--- config.mk ---
export PLATFORM = sky130hd
export DESIGN_NAME = supply_bulb_monitor_pwm_target_top_flat
export DESIGN_NICKNAME = d
export VERILOG_FILES = /design/src/sv/sbm_pkg.sv /design/src/sv/sbm_ifs.sv /design/src/sv/sbm_cfg_regs.sv /design/src/sv/sbm_classify.sv /design/src/sv/sbm_pwm_lut.sv /design/src/sv/supply_bulb_monitor_pwm_target_top.sv /design/src/flat_wrapper.sv
export SDC_FILE = /design/constraint.sdc
export NUM_CORES = 1
export LEC_CHECK = 0
export ABC_AREA = 1
export BUFFER_PORTS_ARGS = -buffer_cell sky130_fd_sc_hd__buf_2
export CORE_UTILIZATION = 30
export CTS_BUF_LIST = sky130_fd_sc_hd__clkbuf_4 sky130_fd_sc_hd__clkbuf_8 sky130_fd_sc_hd__clkbuf_16
export CTS_CLUSTER_SIZE = 8
export DETAILED_ROUTE_END_ITERATION = 7
export SKIP_LAST_GASP = 1
export SYNTH_ARGS = -nofsm -noshare
export SYNTH_HDL_FRONTEND = slang
export SYNTH_SLANG_ARGS = --single-unit
--- constraint.sdc ---
create_clock -name clk -period 8.3 [get_ports clk]
set_input_delay 0.415 -clock clk [delete_from_list [all_inputs] [get_ports clk]]
set_output_delay 0.415 -clock clk [all_outputs]
set_load 0.02 [all_outputs]
--- src/sv/sbm_pkg.sv ---
// Shared types, register codes, limits and the PWM curve ROM for the supply/bulb monitor.
package sbm_pkg;

	// Field widths
	localparam int LEVEL_W = 10;
	localparam int LIGHT_W = 8;
	localparam int DUTY_W  = 8;
	localparam int OP_W    = 2;
	localparam int STAT_W  = 2;
	localparam int CFG_IDX_W = 3;

	typedef logic [LEVEL_W-1:0] level_t;
	typedef logic [LIGHT_W-1:0] light_t;
	typedef logic [DUTY_W-1:0]  duty_t;
	typedef logic [OP_W-1:0]    op_t;
	typedef logic [STAT_W-1:0]  stat_t;
	typedef logic [CFG_IDX_W-1:0] cfg_idx_t;

	// Sample source codes
	localparam op_t OP_BULB  = 2'd0;
	localparam op_t OP_BATT  = 2'd1;
	localparam op_t OP_LIGHT = 2'd2;

	// Battery classes
	localparam stat_t BATT_UNKNOWN  = 2'd0;
	localparam stat_t BATT_CRANKING = 2'd1;
	localparam stat_t BATT_NORMAL   = 2'd2;
	localparam stat_t BATT_CHARGING = 2'd3;

	// Bulb classes
	localparam stat_t BULB_ZERO    = 2'd0;
	localparam stat_t BULB_LOADED  = 2'd1;
	localparam stat_t BULB_FULL    = 2'd2;
	localparam stat_t BULB_UNKNOWN = 2'd3;

	// Limit register indexes
	localparam cfg_idx_t REG_BATT_LOW    = 3'd0;
	localparam cfg_idx_t REG_BATT_CRANK  = 3'd1;
	localparam cfg_idx_t REG_BATT_CHARGE = 3'd2;
	localparam cfg_idx_t REG_BATT_OVER   = 3'd3;
	localparam cfg_idx_t REG_BULB_ZERO   = 3'd4;
	localparam cfg_idx_t REG_BULB_LOAD   = 3'd5;
	localparam cfg_idx_t REG_BULB_FULL   = 3'd6;

	// Limit reset values
	localparam level_t RST_BATT_LOW    = 10'd417;
	localparam level_t RST_BATT_CRANK  = 10'd730;
	localparam level_t RST_BATT_CHARGE = 10'd904;
	localparam level_t RST_BATT_OVER   = 10'd1023;
	localparam level_t RST_BULB_ZERO   = 10'd2;
	localparam level_t RST_BULB_LOAD   = 10'd209;
	localparam level_t RST_BULB_FULL   = 10'd695;

	typedef struct packed {
		level_t batt_low;
		level_t batt_crank;
		level_t batt_charge;
		level_t batt_over;
		level_t bulb_zero;
		level_t bulb_load;
		level_t bulb_full;
	} cfg_t;

	// PWM curve table
	localparam int TABLE_DEPTH = 120;
	localparam int TABLE_BASE  = 904;
	localparam int TBL_IDX_W   = (TABLE_DEPTH > 1) ? $clog2(TABLE_DEPTH) : 1;
	localparam int ROM_FILLED  = 120;
	localparam int ROM_IDX_W   = $clog2(ROM_FILLED);

	localparam duty_t PWM_OVER = 8'd198;
	localparam duty_t PWM_FULL = 8'd255;
	localparam duty_t PWM_PAD  = 8'd198;

	localparam duty_t ROM_CURVE [ROM_FILLED] = '{
		8'd254, 8'd254, 8'd253, 8'd253, 8'd252, 8'd252, 8'd251, 8'd251,
		8'd250, 8'd250, 8'd249, 8'd249, 8'd248, 8'd248, 8'd247, 8'd246,
		8'd246, 8'd245, 8'd244, 8'd243, 8'd243, 8'd242, 8'd242, 8'd242,
		8'd242, 8'd241, 8'd241, 8'd241, 8'd240, 8'd240, 8'd239, 8'd239,
		8'd238, 8'd238, 8'd237, 8'd237, 8'd236, 8'd235, 8'd234, 8'd234,
		8'd233, 8'd233, 8'd232, 8'd232, 8'd231, 8'd231, 8'd230, 8'd230,
		8'd230, 8'd229, 8'd229, 8'd228, 8'd228, 8'd227, 8'd227, 8'd227,
		8'd226, 8'd226, 8'd225, 8'd225, 8'd224, 8'd223, 8'd223, 8'd222,
		8'd222, 8'd221, 8'd221, 8'd220, 8'd220, 8'd219, 8'd219, 8'd219,
		8'd219, 8'd218, 8'd218, 8'd218, 8'd217, 8'd217, 8'd216, 8'd216,
		8'd215, 8'd215, 8'd214, 8'd214, 8'd213, 8'd213, 8'd212, 8'd212,
		8'd211, 8'd211, 8'd210, 8'd210, 8'd210, 8'd210, 8'd209, 8'd209,
		8'd209, 8'd208, 8'd208, 8'd207, 8'd207, 8'd206, 8'd206, 8'd206,
		8'd205, 8'd205, 8'd204, 8'd204, 8'd203, 8'd203, 8'd202, 8'd202,
		8'd201, 8'd201, 8'd200, 8'd200, 8'd200, 8'd199, 8'd199, 8'd199
	};

	// Curve lookup; entries past the filled part read as the pad value
	function automatic duty_t rom_read(input logic [TBL_IDX_W-1:0] idx);
		logic [ROM_IDX_W-1:0] ridx;
		ridx = ROM_IDX_W'(idx);
		if (32'(idx) < ROM_FILLED)
			return ROM_CURVE[ridx];
		return PWM_PAD;
	endfunction

	// Running average; an empty (zero) store takes the new reading as is
	function automatic level_t blend(input level_t stored, input level_t fresh);
		logic [LEVEL_W:0] sum;
		sum = {1'b0, stored} + {1'b0, fresh};
		if (stored == '0)
			return fresh;
		return sum[LEVEL_W:1];
	endfunction

endpackage

--- src/sv/sbm_ifs.sv ---
// Channel interfaces: sample input, result output and limit register writes.
interface sbm_sample_if import sbm_pkg::*; ();
	logic   valid;
	logic   ready;
	op_t    operation;
	level_t sample_value;

	modport source (output valid, output operation, output sample_value, input ready);
	modport sink   (input valid, input operation, input sample_value, output ready);
endinterface

interface sbm_result_if import sbm_pkg::*; ();
	logic   valid;
	logic   ready;
	stat_t  batt_status;
	stat_t  bulb_status;
	logic   pwm_valid;
	duty_t  pwm_value;
	level_t batt_level;
	level_t bulb_level;
	light_t light_level;

	modport source (output valid, output batt_status, output bulb_status, output pwm_valid,
		output pwm_value, output batt_level, output bulb_level, output light_level,
		input ready);
	modport sink (input valid, input batt_status, input bulb_status, input pwm_valid,
		input pwm_value, input batt_level, input bulb_level, input light_level,
		output ready);
endinterface

interface sbm_cfg_if import sbm_pkg::*; ();
	logic     valid;
	logic     ready;
	cfg_idx_t index;
	level_t   data;

	modport source (output valid, output index, output data, input ready);
	modport sink   (input valid, input index, input data, output ready);
endinterface

--- src/sv/sbm_cfg_regs.sv ---
// Limit register file written through the configuration channel.
module sbm_cfg_regs import sbm_pkg::*; (
	input  logic    clk,
	input  logic    arst_n,
	sbm_cfg_if.sink cfg,
	output cfg_t    lim
);

	cfg_t lim_q;

	// Writes are always taken; indexes past the list are dropped
	assign cfg.ready = 1'b1;

	always_ff @(posedge clk or negedge arst_n) begin
		if (!arst_n) begin
			lim_q.batt_low    <= RST_BATT_LOW;
			lim_q.batt_crank  <= RST_BATT_CRANK;
			lim_q.batt_charge <= RST_BATT_CHARGE;
			lim_q.batt_over   <= RST_BATT_OVER;
			lim_q.bulb_zero   <= RST_BULB_ZERO;
			lim_q.bulb_load   <= RST_BULB_LOAD;
			lim_q.bulb_full   <= RST_BULB_FULL;
		end else if (cfg.valid) begin
			case (cfg.index)
				REG_BATT_LOW:    lim_q.batt_low    <= cfg.data;
				REG_BATT_CRANK:  lim_q.batt_crank  <= cfg.data;
				REG_BATT_CHARGE: lim_q.batt_charge <= cfg.data;
				REG_BATT_OVER:   lim_q.batt_over   <= cfg.data;
				REG_BULB_ZERO:   lim_q.bulb_zero   <= cfg.data;
				REG_BULB_LOAD:   lim_q.bulb_load   <= cfg.data;
				REG_BULB_FULL:   lim_q.bulb_full   <= cfg.data;
				default: ;
			endcase
		end
	end

	assign lim = lim_q;

endmodule

--- src/sv/sbm_classify.sv ---
// Battery and bulb level classification against the limit registers.
module sbm_classify import sbm_pkg::*; (
	input  cfg_t   lim,
	input  level_t batt,
	input  level_t bulb,
	output stat_t  batt_status,
	output stat_t  bulb_status
);

	// Battery: ascending thresholds
	always_comb begin
		if (batt < lim.batt_low)
			batt_status = BATT_UNKNOWN;
		else if (batt < lim.batt_crank)
			batt_status = BATT_CRANKING;
		else if (batt < lim.batt_charge)
			batt_status = BATT_NORMAL;
		else
			batt_status = BATT_CHARGING;
	end

	// Bulb: zero, loaded, full, otherwise in between
	always_comb begin
		if (bulb <= lim.bulb_zero)
			bulb_status = BULB_ZERO;
		else if (bulb < lim.bulb_load)
			bulb_status = BULB_LOADED;
		else if (bulb > lim.bulb_full)
			bulb_status = BULB_FULL;
		else
			bulb_status = BULB_UNKNOWN;
	end

endmodule

--- src/sv/sbm_pwm_lut.sv ---
// Target PWM duty from the battery level: fixed ranges plus curve ROM lookup.
module sbm_pwm_lut import sbm_pkg::*; (
	input  cfg_t   lim,
	input  level_t batt,
	output logic   pwm_valid,
	output duty_t  pwm_value
);

	level_t                 offs;
	logic                   in_table;
	logic [TBL_IDX_W-1:0]   idx;
	duty_t                  rom_q;

	// Offset into the curve; only meaningful at or above the table base
	assign offs     = batt - LEVEL_W'(TABLE_BASE);
	assign in_table = ({1'b0, offs} < (LEVEL_W+1)'(TABLE_DEPTH));
	assign idx      = offs[TBL_IDX_W-1:0];
	assign rom_q    = rom_read(idx);

	always_comb begin
		pwm_valid = 1'b1;
		pwm_value = '0;
		if (batt < lim.batt_low) begin
			pwm_valid = 1'b0;
		end else if (batt > lim.batt_over) begin
			pwm_value = PWM_OVER;
		end else if (batt < LEVEL_W'(TABLE_BASE)) begin
			pwm_value = PWM_FULL;
		end else if (in_table) begin
			pwm_value = rom_q;
		end else begin
			pwm_valid = 1'b0;
		end
	end

endmodule

--- src/sv/supply_bulb_monitor_pwm_target_top.sv ---
// Supply/bulb monitor top: input register, level update, classify, PWM target, result register.
// Timing: the input register holds a sample until the result register is free or being drained,
// then the result register loads it; a stalled result register holds the result until taken.
// Throughput: one sample per cycle while results are taken; the level update into the averaging
// registers is combinational. A stalled result holds the input register, which then holds ready.
// Reset: levels and light reading cleared, limits at defaults, both stages empty.
module supply_bulb_monitor_pwm_target_top import sbm_pkg::*; (
	input  logic        clk,
	input  logic        arst_n,
	sbm_sample_if.sink  sample,
	sbm_result_if.source result,
	sbm_cfg_if.sink     cfg
);

	cfg_t   lim;
	logic   valid_s1;
	op_t    op_s1;
	level_t samp_s1;
	logic   adv_s1;
	level_t batt_q, bulb_q;
	light_t light_q;
	level_t batt_nx, bulb_nx;
	light_t light_nx;
	stat_t  batt_stat, bulb_stat;
	logic   pwm_ok;
	duty_t  pwm_duty;
	logic   out_valid_q;
	stat_t  batt_stat_q, bulb_stat_q;
	logic   pwm_ok_q;
	duty_t  pwm_duty_q;

	sbm_cfg_regs u_cfg (
		.clk    (clk),
		.arst_n (arst_n),
		.cfg    (cfg),
		.lim    (lim)
	);

	// Stage 1 moves on when the result register is free or being drained
	assign adv_s1       = valid_s1 && (!out_valid_q || result.ready);
	assign sample.ready = !valid_s1 || adv_s1;

	// Input register
	always_ff @(posedge clk or negedge arst_n) begin
		if (!arst_n)
			valid_s1 <= 1'b0;
		else if (sample.ready)
			valid_s1 <= sample.valid;
	end

	always_ff @(posedge clk) begin
		if (sample.valid && sample.ready) begin
			op_s1   <= sample.operation;
			samp_s1 <= sample.sample_value;
		end
	end

	// Level update; the unused source code leaves everything alone
	always_comb begin
		batt_nx  = batt_q;
		bulb_nx  = bulb_q;
		light_nx = light_q;
		case (op_s1)
			OP_BULB:  bulb_nx  = blend(bulb_q, samp_s1);
			OP_BATT:  batt_nx  = blend(batt_q, samp_s1);
			OP_LIGHT: light_nx = samp_s1[LIGHT_W-1:0];
			default: ;
		endcase
	end

	always_ff @(posedge clk or negedge arst_n) begin
		if (!arst_n) begin
			batt_q  <= '0;
			bulb_q  <= '0;
			light_q <= '0;
		end else if (adv_s1) begin
			batt_q  <= batt_nx;
			bulb_q  <= bulb_nx;
			light_q <= light_nx;
		end
	end

	sbm_classify u_class (
		.lim         (lim),
		.batt        (batt_nx),
		.bulb        (bulb_nx),
		.batt_status (batt_stat),
		.bulb_status (bulb_stat)
	);

	sbm_pwm_lut u_pwm (
		.lim       (lim),
		.batt      (batt_nx),
		.pwm_valid (pwm_ok),
		.pwm_value (pwm_duty)
	);

	// Result register
	always_ff @(posedge clk or negedge arst_n) begin
		if (!arst_n)
			out_valid_q <= 1'b0;
		else if (adv_s1)
			out_valid_q <= 1'b1;
		else if (result.ready)
			out_valid_q <= 1'b0;
	end

	always_ff @(posedge clk) begin
		if (adv_s1) begin
			batt_stat_q <= batt_stat;
			bulb_stat_q <= bulb_stat;
			pwm_ok_q    <= pwm_ok;
			pwm_duty_q  <= pwm_duty;
		end
	end

	// Levels in the result are the stored levels after the item's update
	assign result.valid       = out_valid_q;
	assign result.batt_status = batt_stat_q;
	assign result.bulb_status = bulb_stat_q;
	assign result.pwm_valid   = pwm_ok_q;
	assign result.pwm_value   = pwm_duty_q;
	assign result.batt_level  = batt_q;
	assign result.bulb_level  = bulb_q;
	assign result.light_level = light_q;

	// No duty byte without a valid target
	a_pwm_zero: assert property (@(posedge clk) disable iff (!arst_n)
		result.valid |-> (result.pwm_valid || result.pwm_value == '0))
		else $error("pwm_value nonzero while pwm_valid low");

	// Unknown battery class and a PWM target exclude each other
	a_batt_pwm: assert property (@(posedge clk) disable iff (!arst_n)
		(result.valid && result.batt_status == BATT_UNKNOWN) |-> !result.pwm_valid)
		else $error("pwm target given for unknown battery class");

	// Stored levels change only when an item moves through stage 1
	a_state_hold: assert property (@(posedge clk) disable iff (!arst_n)
		!adv_s1 |=> ($stable(batt_q) && $stable(bulb_q) && $stable(light_q)))
		else $error("level state changed without an item");

	// An accepted sample always lands in stage 1
	a_take: assert property (@(posedge clk) disable iff (!arst_n)
		(sample.valid && sample.ready) |=> valid_s1)
		else $error("accepted sample lost at stage 1");

endmodule

--- src/flat_wrapper.sv ---
// flat-port wrapper written by rule: the top's interface ports become plain ports
module supply_bulb_monitor_pwm_target_top_flat import sbm_pkg::*;
  (clk, arst_n, sample_valid, sample_operation, sample_sample_value, sample_ready, result_valid, result_batt_status, result_bulb_status, result_pwm_valid, result_pwm_value, result_batt_level, result_bulb_level, result_light_level, result_ready, cfg_valid, cfg_index, cfg_data, cfg_ready);
  sbm_sample_if sample_i ();
  sbm_result_if result_i ();
  sbm_cfg_if cfg_i ();
  input  logic clk;
  input  logic arst_n;
  input wire logic [$bits(sample_i.valid)-1:0] sample_valid;
  input wire logic [$bits(sample_i.operation)-1:0] sample_operation;
  input wire logic [$bits(sample_i.sample_value)-1:0] sample_sample_value;
  output wire logic [$bits(sample_i.ready)-1:0] sample_ready;
  output wire logic [$bits(result_i.valid)-1:0] result_valid;
  output wire logic [$bits(result_i.batt_status)-1:0] result_batt_status;
  output wire logic [$bits(result_i.bulb_status)-1:0] result_bulb_status;
  output wire logic [$bits(result_i.pwm_valid)-1:0] result_pwm_valid;
  output wire logic [$bits(result_i.pwm_value)-1:0] result_pwm_value;
  output wire logic [$bits(result_i.batt_level)-1:0] result_batt_level;
  output wire logic [$bits(result_i.bulb_level)-1:0] result_bulb_level;
  output wire logic [$bits(result_i.light_level)-1:0] result_light_level;
  input wire logic [$bits(result_i.ready)-1:0] result_ready;
  input wire logic [$bits(cfg_i.valid)-1:0] cfg_valid;
  input wire logic [$bits(cfg_i.index)-1:0] cfg_index;
  input wire logic [$bits(cfg_i.data)-1:0] cfg_data;
  output wire logic [$bits(cfg_i.ready)-1:0] cfg_ready;
  assign sample_i.valid = sample_valid;
  assign sample_i.operation = sample_operation;
  assign sample_i.sample_value = sample_sample_value;
  assign sample_ready = sample_i.ready;
  assign result_valid = result_i.valid;
  assign result_batt_status = result_i.batt_status;
  assign result_bulb_status = result_i.bulb_status;
  assign result_pwm_valid = result_i.pwm_valid;
  assign result_pwm_value = result_i.pwm_value;
  assign result_batt_level = result_i.batt_level;
  assign result_bulb_level = result_i.bulb_level;
  assign result_light_level = result_i.light_level;
  assign result_i.ready = result_ready;
  assign cfg_i.valid = cfg_valid;
  assign cfg_i.index = cfg_index;
  assign cfg_i.data = cfg_data;
  assign cfg_ready = cfg_i.ready;
  supply_bulb_monitor_pwm_target_top u_core (.clk(clk), .arst_n(arst_n), .sample(sample_i), .result(result_i), .cfg(cfg_i));
endmodule
### Yosys cells after proc, flatten, opt, wreduce, memory -nomap -nowiden

Memories as Yosys holds them, arrays and structs flattened.
Cells that the tools add are included.

* register bits after elaboration: 125
* bits in read-only memories: 1024
* bits of input ports: 30
* output and inout port bits: 44
* logic and storage cells: 94
* memories kept: 1

* add/sub/neg operators: 3
* magnitude comparators: 11
* equal/unequal tests: 8
* muxes and demuxes: 27
* bitwise gates (word level): 1
* reductions and logical operators: 22

Memories
* (no name shown): words 128, width 8, rd ports 1, clocked after memory_dff 0, write ports 0, line sbm_pkg.sv:98 `return ROM_CURVE[ridx];`

Operators by type and width (count)
* $mux 10: 6
* $mux 8: 7
* $lt 10x10->1: 4
* $add 10x10->11: 2
* $gt 10x10->1: 2
* $logic_not 10->1: 2
* $reduce_and 2->1: 8
* $mux 1: 14
* $le 10x10->1: 1
* $lt 10x10->1 const B: 1
* $lt 10x7->1 const B: 1
* $sub 10x10->10 const B: 1
* $eq 3x3->1 const B: 3
* $ge 8x8->1 const B: 1
* $not 7->8: 1
* $lt 7x7->1 const B: 1
* $eq 3x2->1 const B: 2
* $reduce_or 2->1: 3
* $eq 3x1->1 const B: 1
* $logic_not 3->1: 1
* $eq 2x1->1 const B: 1
* $eq 2x2->1 const B: 1
* $logic_and 1x1->1: 2
* $logic_not 1->1: 2
* 3 further kinds: 4

### Longest topological paths before layout

* depth in word-level cells: 15
* mapped depth: 23
* mapped depth without buffers: 23

### Modules after synthesis

Synthesis repeated with hierarchy kept, for this count alone.

* cell total of the unflattened synthesis: 1304
* area, all modules: 9441.6 µm²

By module, submodules not included
* supply_bulb_monitor_pwm_target_top: times used 1, cells an instance 447, area each 3438.3 µm²
* sbm_cfg_regs: times used 1, cells an instance 315, area each 2847.7 µm²
* sbm_classify: times used 1, cells an instance 265, area each 1590.3 µm²
* sbm_pwm_lut: times used 1, cells an instance 277, area each 1565.3 µm²

### Worst setup path before layout

Ideal clock, no wire load.

* kind: register to register
* start: register u_core.batt_q[1], in the netlist u_core.result.batt_level[1]
* end: register u_core.pwm_duty_q[1], in the netlist u_core.result.pwm_value[1] (data pin)
* library setup time: 0.253 ns
* arrival time: 3.266 ns
* slack: 4.781 ns
* stages on the path, launching flop included: 23
* cell sequence: dfrtp_1 > inv_1 > fa_1 > inv_1 > nand3_1 > nand2_1 > nand2_1 > nand3_1 > nand3_1 > nand2_2 > inv_2 > buf_4 > ha_1 > clkbuf_1 > inv_1 > clkbuf_1 > o211ai_1 > nand3_1 > nand3_1 > nand2_1 > nand2_1 > nor2_1 > nor2_1

* longest elaborated chain between the ends: 15
* elaborated cells between the ends (all ways): 22
* classes of those cells: 2 x add/sub; 5 x order compare; 12 x mux; 1 x bitwise; 1 x reduce/logical; 1 x memory

Ends and longest elaborated chain
* from (decl): line supply_bulb_monitor_pwm_target_top.sv:20 `level_t batt_q, bulb_q;`
* from (signal assigned): line supply_bulb_monitor_pwm_target_top.sv:77 `batt_q <= batt_nx;`
* parallel branches: the longest is 4 deep, another holds $add 10x10->11
* $mux 10 *: line supply_bulb_monitor_pwm_target_top.sv:63 `case (op_s1)`
* $sub 10x10->10: line sbm_pwm_lut.sv:15 `assign offs = batt - LEVEL_W'(TABLE_BASE);`
* $not 7->8 (implied by the code): line sbm_pkg.sv:98
* $mem_v2 128x8
* $mux 8 (implied by the code) (2 in a row): line sbm_pkg.sv:98
* $mux 8: line sbm_pkg.sv:97 `if (32'(idx) < ROM_FILLED)`
* $mux 8: line sbm_pkg.sv:99 `return PWM_PAD;`
* $mux 8: line sbm_pwm_lut.sv:29 `end else if (in_table) begin`
* $mux 8: line sbm_pwm_lut.sv:27 `end else if (batt < LEVEL_W'(TABLE_BASE)) begin`
* $mux 8: line sbm_pwm_lut.sv:25 `end else if (batt > lim.batt_over) begin`
* to (signal assigned): line supply_bulb_monitor_pwm_target_top.sv:113 `pwm_duty_q <= pwm_duty;`
* to (decl): line supply_bulb_monitor_pwm_target_top.sv:30 `duty_t pwm_duty_q;`

Every way passes the cells marked *. The select of a mux whose other input is x is not followed.
A chain may end at the register's enable or synchronous reset.

### Worst setup path after layout

* start: register u_core.samp_s1[0]
* end: register u_core.pwm_duty_q[1], in the netlist u_core.result.pwm_value[1] (data pin)

* longest elaborated chain between the ends: 13
* elaborated cells between the ends (all ways): 20
* classes of those cells: 2 x add/sub; 5 x order compare; 11 x mux; 1 x bitwise; 1 x memory

Ends and longest elaborated chain
* from (decl): line supply_bulb_monitor_pwm_target_top.sv:18 `level_t samp_s1;`
* from (signal assigned): line supply_bulb_monitor_pwm_target_top.sv:54 `samp_s1 <= sample.sample_value;`
* $add 10x10->11 or $mux 10 (tied branches): line sbm_pkg.sv:105, sbm_pkg.sv:106
* $mux 10 *: line sbm_pkg.sv:108 `return sum[LEVEL_W:1];`
* $mux 10 *: line supply_bulb_monitor_pwm_target_top.sv:63
* $sub 10x10->10: line sbm_pwm_lut.sv:15
* $not 7->8 (implied by the code): line sbm_pkg.sv:98
* $mem_v2 128x8
* $mux 8 (implied by the code) (2 in a row): line sbm_pkg.sv:98
* $mux 8: line sbm_pkg.sv:97
* $mux 8: line sbm_pkg.sv:99
* $mux 8: line sbm_pwm_lut.sv:29
* $mux 8: line sbm_pwm_lut.sv:27
* $mux 8: line sbm_pwm_lut.sv:25

Every way passes the cells marked *; elsewhere a longest branch is shown, timed or not. The select of a mux whose other input is x is not followed.

==> impl_metrics.toml <==
[floorplan]
dieArea_um2 = 29200
die_h_um = 171
initial_utilization = 0.306
io_pins = 74
core_um2 = 27900
die-width_um = 171
row_count = 61

[yosys]
synth_mux_area_frac = 0.00395
ys_warn_count = 0
yosys.area_share.adder = 0.142
yosys.area.top_type = "dfrtp_1"
yosys.area_share.simple = 0.234
synth_top_family_by_area = "simple AND/OR/NAND/NOR gates"
synth_compound_area_frac = 0.142
netlist_area_um2 = 8560
async_flop_share = 0.813
ys_seq_area_frac = 0.378
synth.area.top_cells = "dfrtp_1, ha_1, nand2_1, dfstp_2, edfxtp_1"
synth_seq_cells = 123
syn_inst = 1114
synth_top_cell_area_share = 0.187
avgSynthCellArea_um2 = 7.68
synthFlopType = "dfrtp_1"
synth_fp_nets = 1240
synth_xor_area_frac = 0.00614
synth-edff-count = 23
synth.distinct_cells = 52

[power_and_ir_drop]
ir_drop_mv = 0.136
pwr_density_cell_nw_per_um2 = 405
static-leakage-power_nw = 5.00

[grt]
grt_pass1_vias = 7150
track_usage = 0.169
gr-total-overflow = 0
antenna_found_initial = 0
grt_max_degree = 67
grt_pass1_wl_mm = 37.9

[timing]
tightestPinTransition_ps = 835
max_freq_mhz = 253
final_hold_viol_count = 0
layout_min_cycle_time_ps = 3950
relSlewSlack = 0.443
tns_ps = 0
fin_crit_sh = 0.476
finClkSkew_ps = 9.17
finalMaxSlewViolations = 0
setup_violations = 0
rsz0062_at_grt = "false"

[final_layout]
nNetsFinal = 1306
n_antenna_cell = 0
seqCellArea_um2 = 3240
fin_cells = 1571
multi_input_area_um2 = 4520
fillers = 2972
drive_above_1_share = 0.165
syn2layout_area_growth_pct = 15.8
stdcell_area_um2 = 9910

[clock_network]
cts_buffers = 17
cts_setup_buffers = 0
cts_num_sinks = 123
cts_buffer_depth = 2
cts_tree = "yes"
cts_htree_levels = 4
clk_latency_ps = 430
cts_root_buffer = "clkbuf_16"
path_clk_slew_ps = 60

[routing]
drt_pre_antenna_iters = 5
viasPerCell = 4.68
wirelength_mm = 23.1
first_iter_violations = 478
vias = 7358
routedWlPerCell_um = 14.7
drtAntennaViolNets = 0
drc_errors = 0

[run_status]
status = "completed"

[setup_path]
worstPathArrival_ps = 4130
cp-start-kind = "flip-flop"
cp_max_fo = 20
critical_path_class = "reg -> reg"
cp-end-kind = "flip-flop"
required_ps = 8480

[placement]
place_area_um2 = 9290
io_buffers = 72
gp_congestion = 0.917
placed_cells = 1538
dp_hpwl_mm = 17.6

[run]
maxCapViolations = 0

[worst_hold_path]
hold_class = "in -> reg"
path summary, 6_finish.rpt:
| check | startpoint | to | slack (ps) | cells past startpoint |
|---|---|---|---|---|
| max | u_core.samp_s1[0] | u_core.result.pwm_value[1] | 4350 | 20 |
| min in group asynchronous | arst_n | u_core.result.light_level[6] | 480 | 2 |
| max reg2reg | u_core.samp_s1[0] | u_core.result.pwm_value[1] | 4350 | 20 |
| min reg2reg | u_core.result.light_level[6] | u_core.result.light_level[6] | 480 | 2 |
| max in group asynchronous | arst_n | u_core.u_cfg.lim[63] | 6590 | 3 |
| min | sample_sample_value[7] | u_core.samp_s1[7] | 160 | 1 |
cells in the final DEF (no fill, tap or decap), drive strengths merged, types with 2 or more instances in the layout:
cell type,count
a211oi,2
nor2,59
o21ai,142
nor3,11
clkinv,7
o211ai,4
a21oi,53
fa,2
mux2,3
buf,76
a21boi,5
edfxtp,23
bufinv,2
dfrtp,64
nand3,55
inv,179
o21bai,3
nand2,308
ha,94
o21a,2
dfstp,36
nand4,17
o2111ai,2
clkbuf,19
xnor2,5
nand3b,3
or2,3
critical path, stage by stage, from the launching register on:
cell and delay, ps:
edfxtp_1 430, nand2_1 140, fa_1 430, inv_1 120
nand3_1 100, nand2_1 110, nand2_1 50, nand3_1 70
nand3_1 80, nand2_2 380, inv_2 240, ha_1 510
inv_1 280, a21oi_1 250, nand2_1 80, nand3_1 70
nand3_1 80, nand2_1 60, nand2_1 50, nor2_1 100
nor2_1 50
layout make-up:
type                    instances  area share
repair buffers                 77      0.0407
multi-input cells             786       0.457
inverters                     175      0.0663
clock buffers                  19      0.0462
clock inverters                13      0.0159
well taps                     378      0.0477
flip-flops and latches        123       0.327
Yosys cell counts (all sizes together), types with 4 or more instances:
master	number
ha	94
dfrtp	64
nand2	308
nand4	17
nand3	55
a21boi	5
nor2	59
nor3	11
clkbuf	22
a21oi	53
inv	174
o21ai	142
buf	8
xnor2	5
dfstp	36
o211ai	4
edfxtp	23
logic make-up after synthesis:
logic type / Yosys count
simple gates: 459
mux: 3
fa+ha+maj: 96
other cells: 1
xor+xnor: 6
buf+inv: 205
flops: 123
compound gates: 221
sequential cells by signal (all words and copies together) (netlist names):
name / count
u_core.u_cfg.lim: 70
u_core.result.batt_level: 10
u_core.result.bulb_level: 10
u_core.samp_s1: 10
u_core.result.light_level: 8
u_core.result.pwm_value: 7
u_core.op_s1: 2
u_core.result.batt_status: 2
u_core.result.bulb_status: 2
u_core.result.valid: 1
u_core.valid_s1: 1
per-stage QoR:
stage	util	hold WS, ps	power [mW]	setup slack (ps)
4_1_cts	0.355	145	4.04	4340
2_1_floorplan	-	119	2.64	4780
6_report	0.355	162	4.01	4350
3_5_place_dp	0.332	399	3.24	4370
5_1_grt	0.355	144	4.42	3870
3_3_place_gp	0.332	401	3.24	4440
what timing repair did:
action | CTS | global route
hold endpoints to repair | 32 | 0
resized for setup | 0 | 0
hold buffers | 1 | 0
setup endpoints to repair | 0 | 0
metal layers:
metal,track usage,share of wire,vias to the layer above
li1,-,-,3774
met1,0.232,0.49,3373
met2,0.264,0.44,182
met3,0.0389,0.050,29
met4,0.0493,0.016,0
met5,0,0,-
power by group:
part           leakage (nW)  total (mW)  switching [mW]  internal, mW
clock network         0.306       0.779           0.307         0.472
registers              1.40       0.955           0.132         0.823
logic                  3.30        2.28            1.49         0.788
total                  5.00        4.01            1.93          2.08
Power figures use the tool's default switching activity.
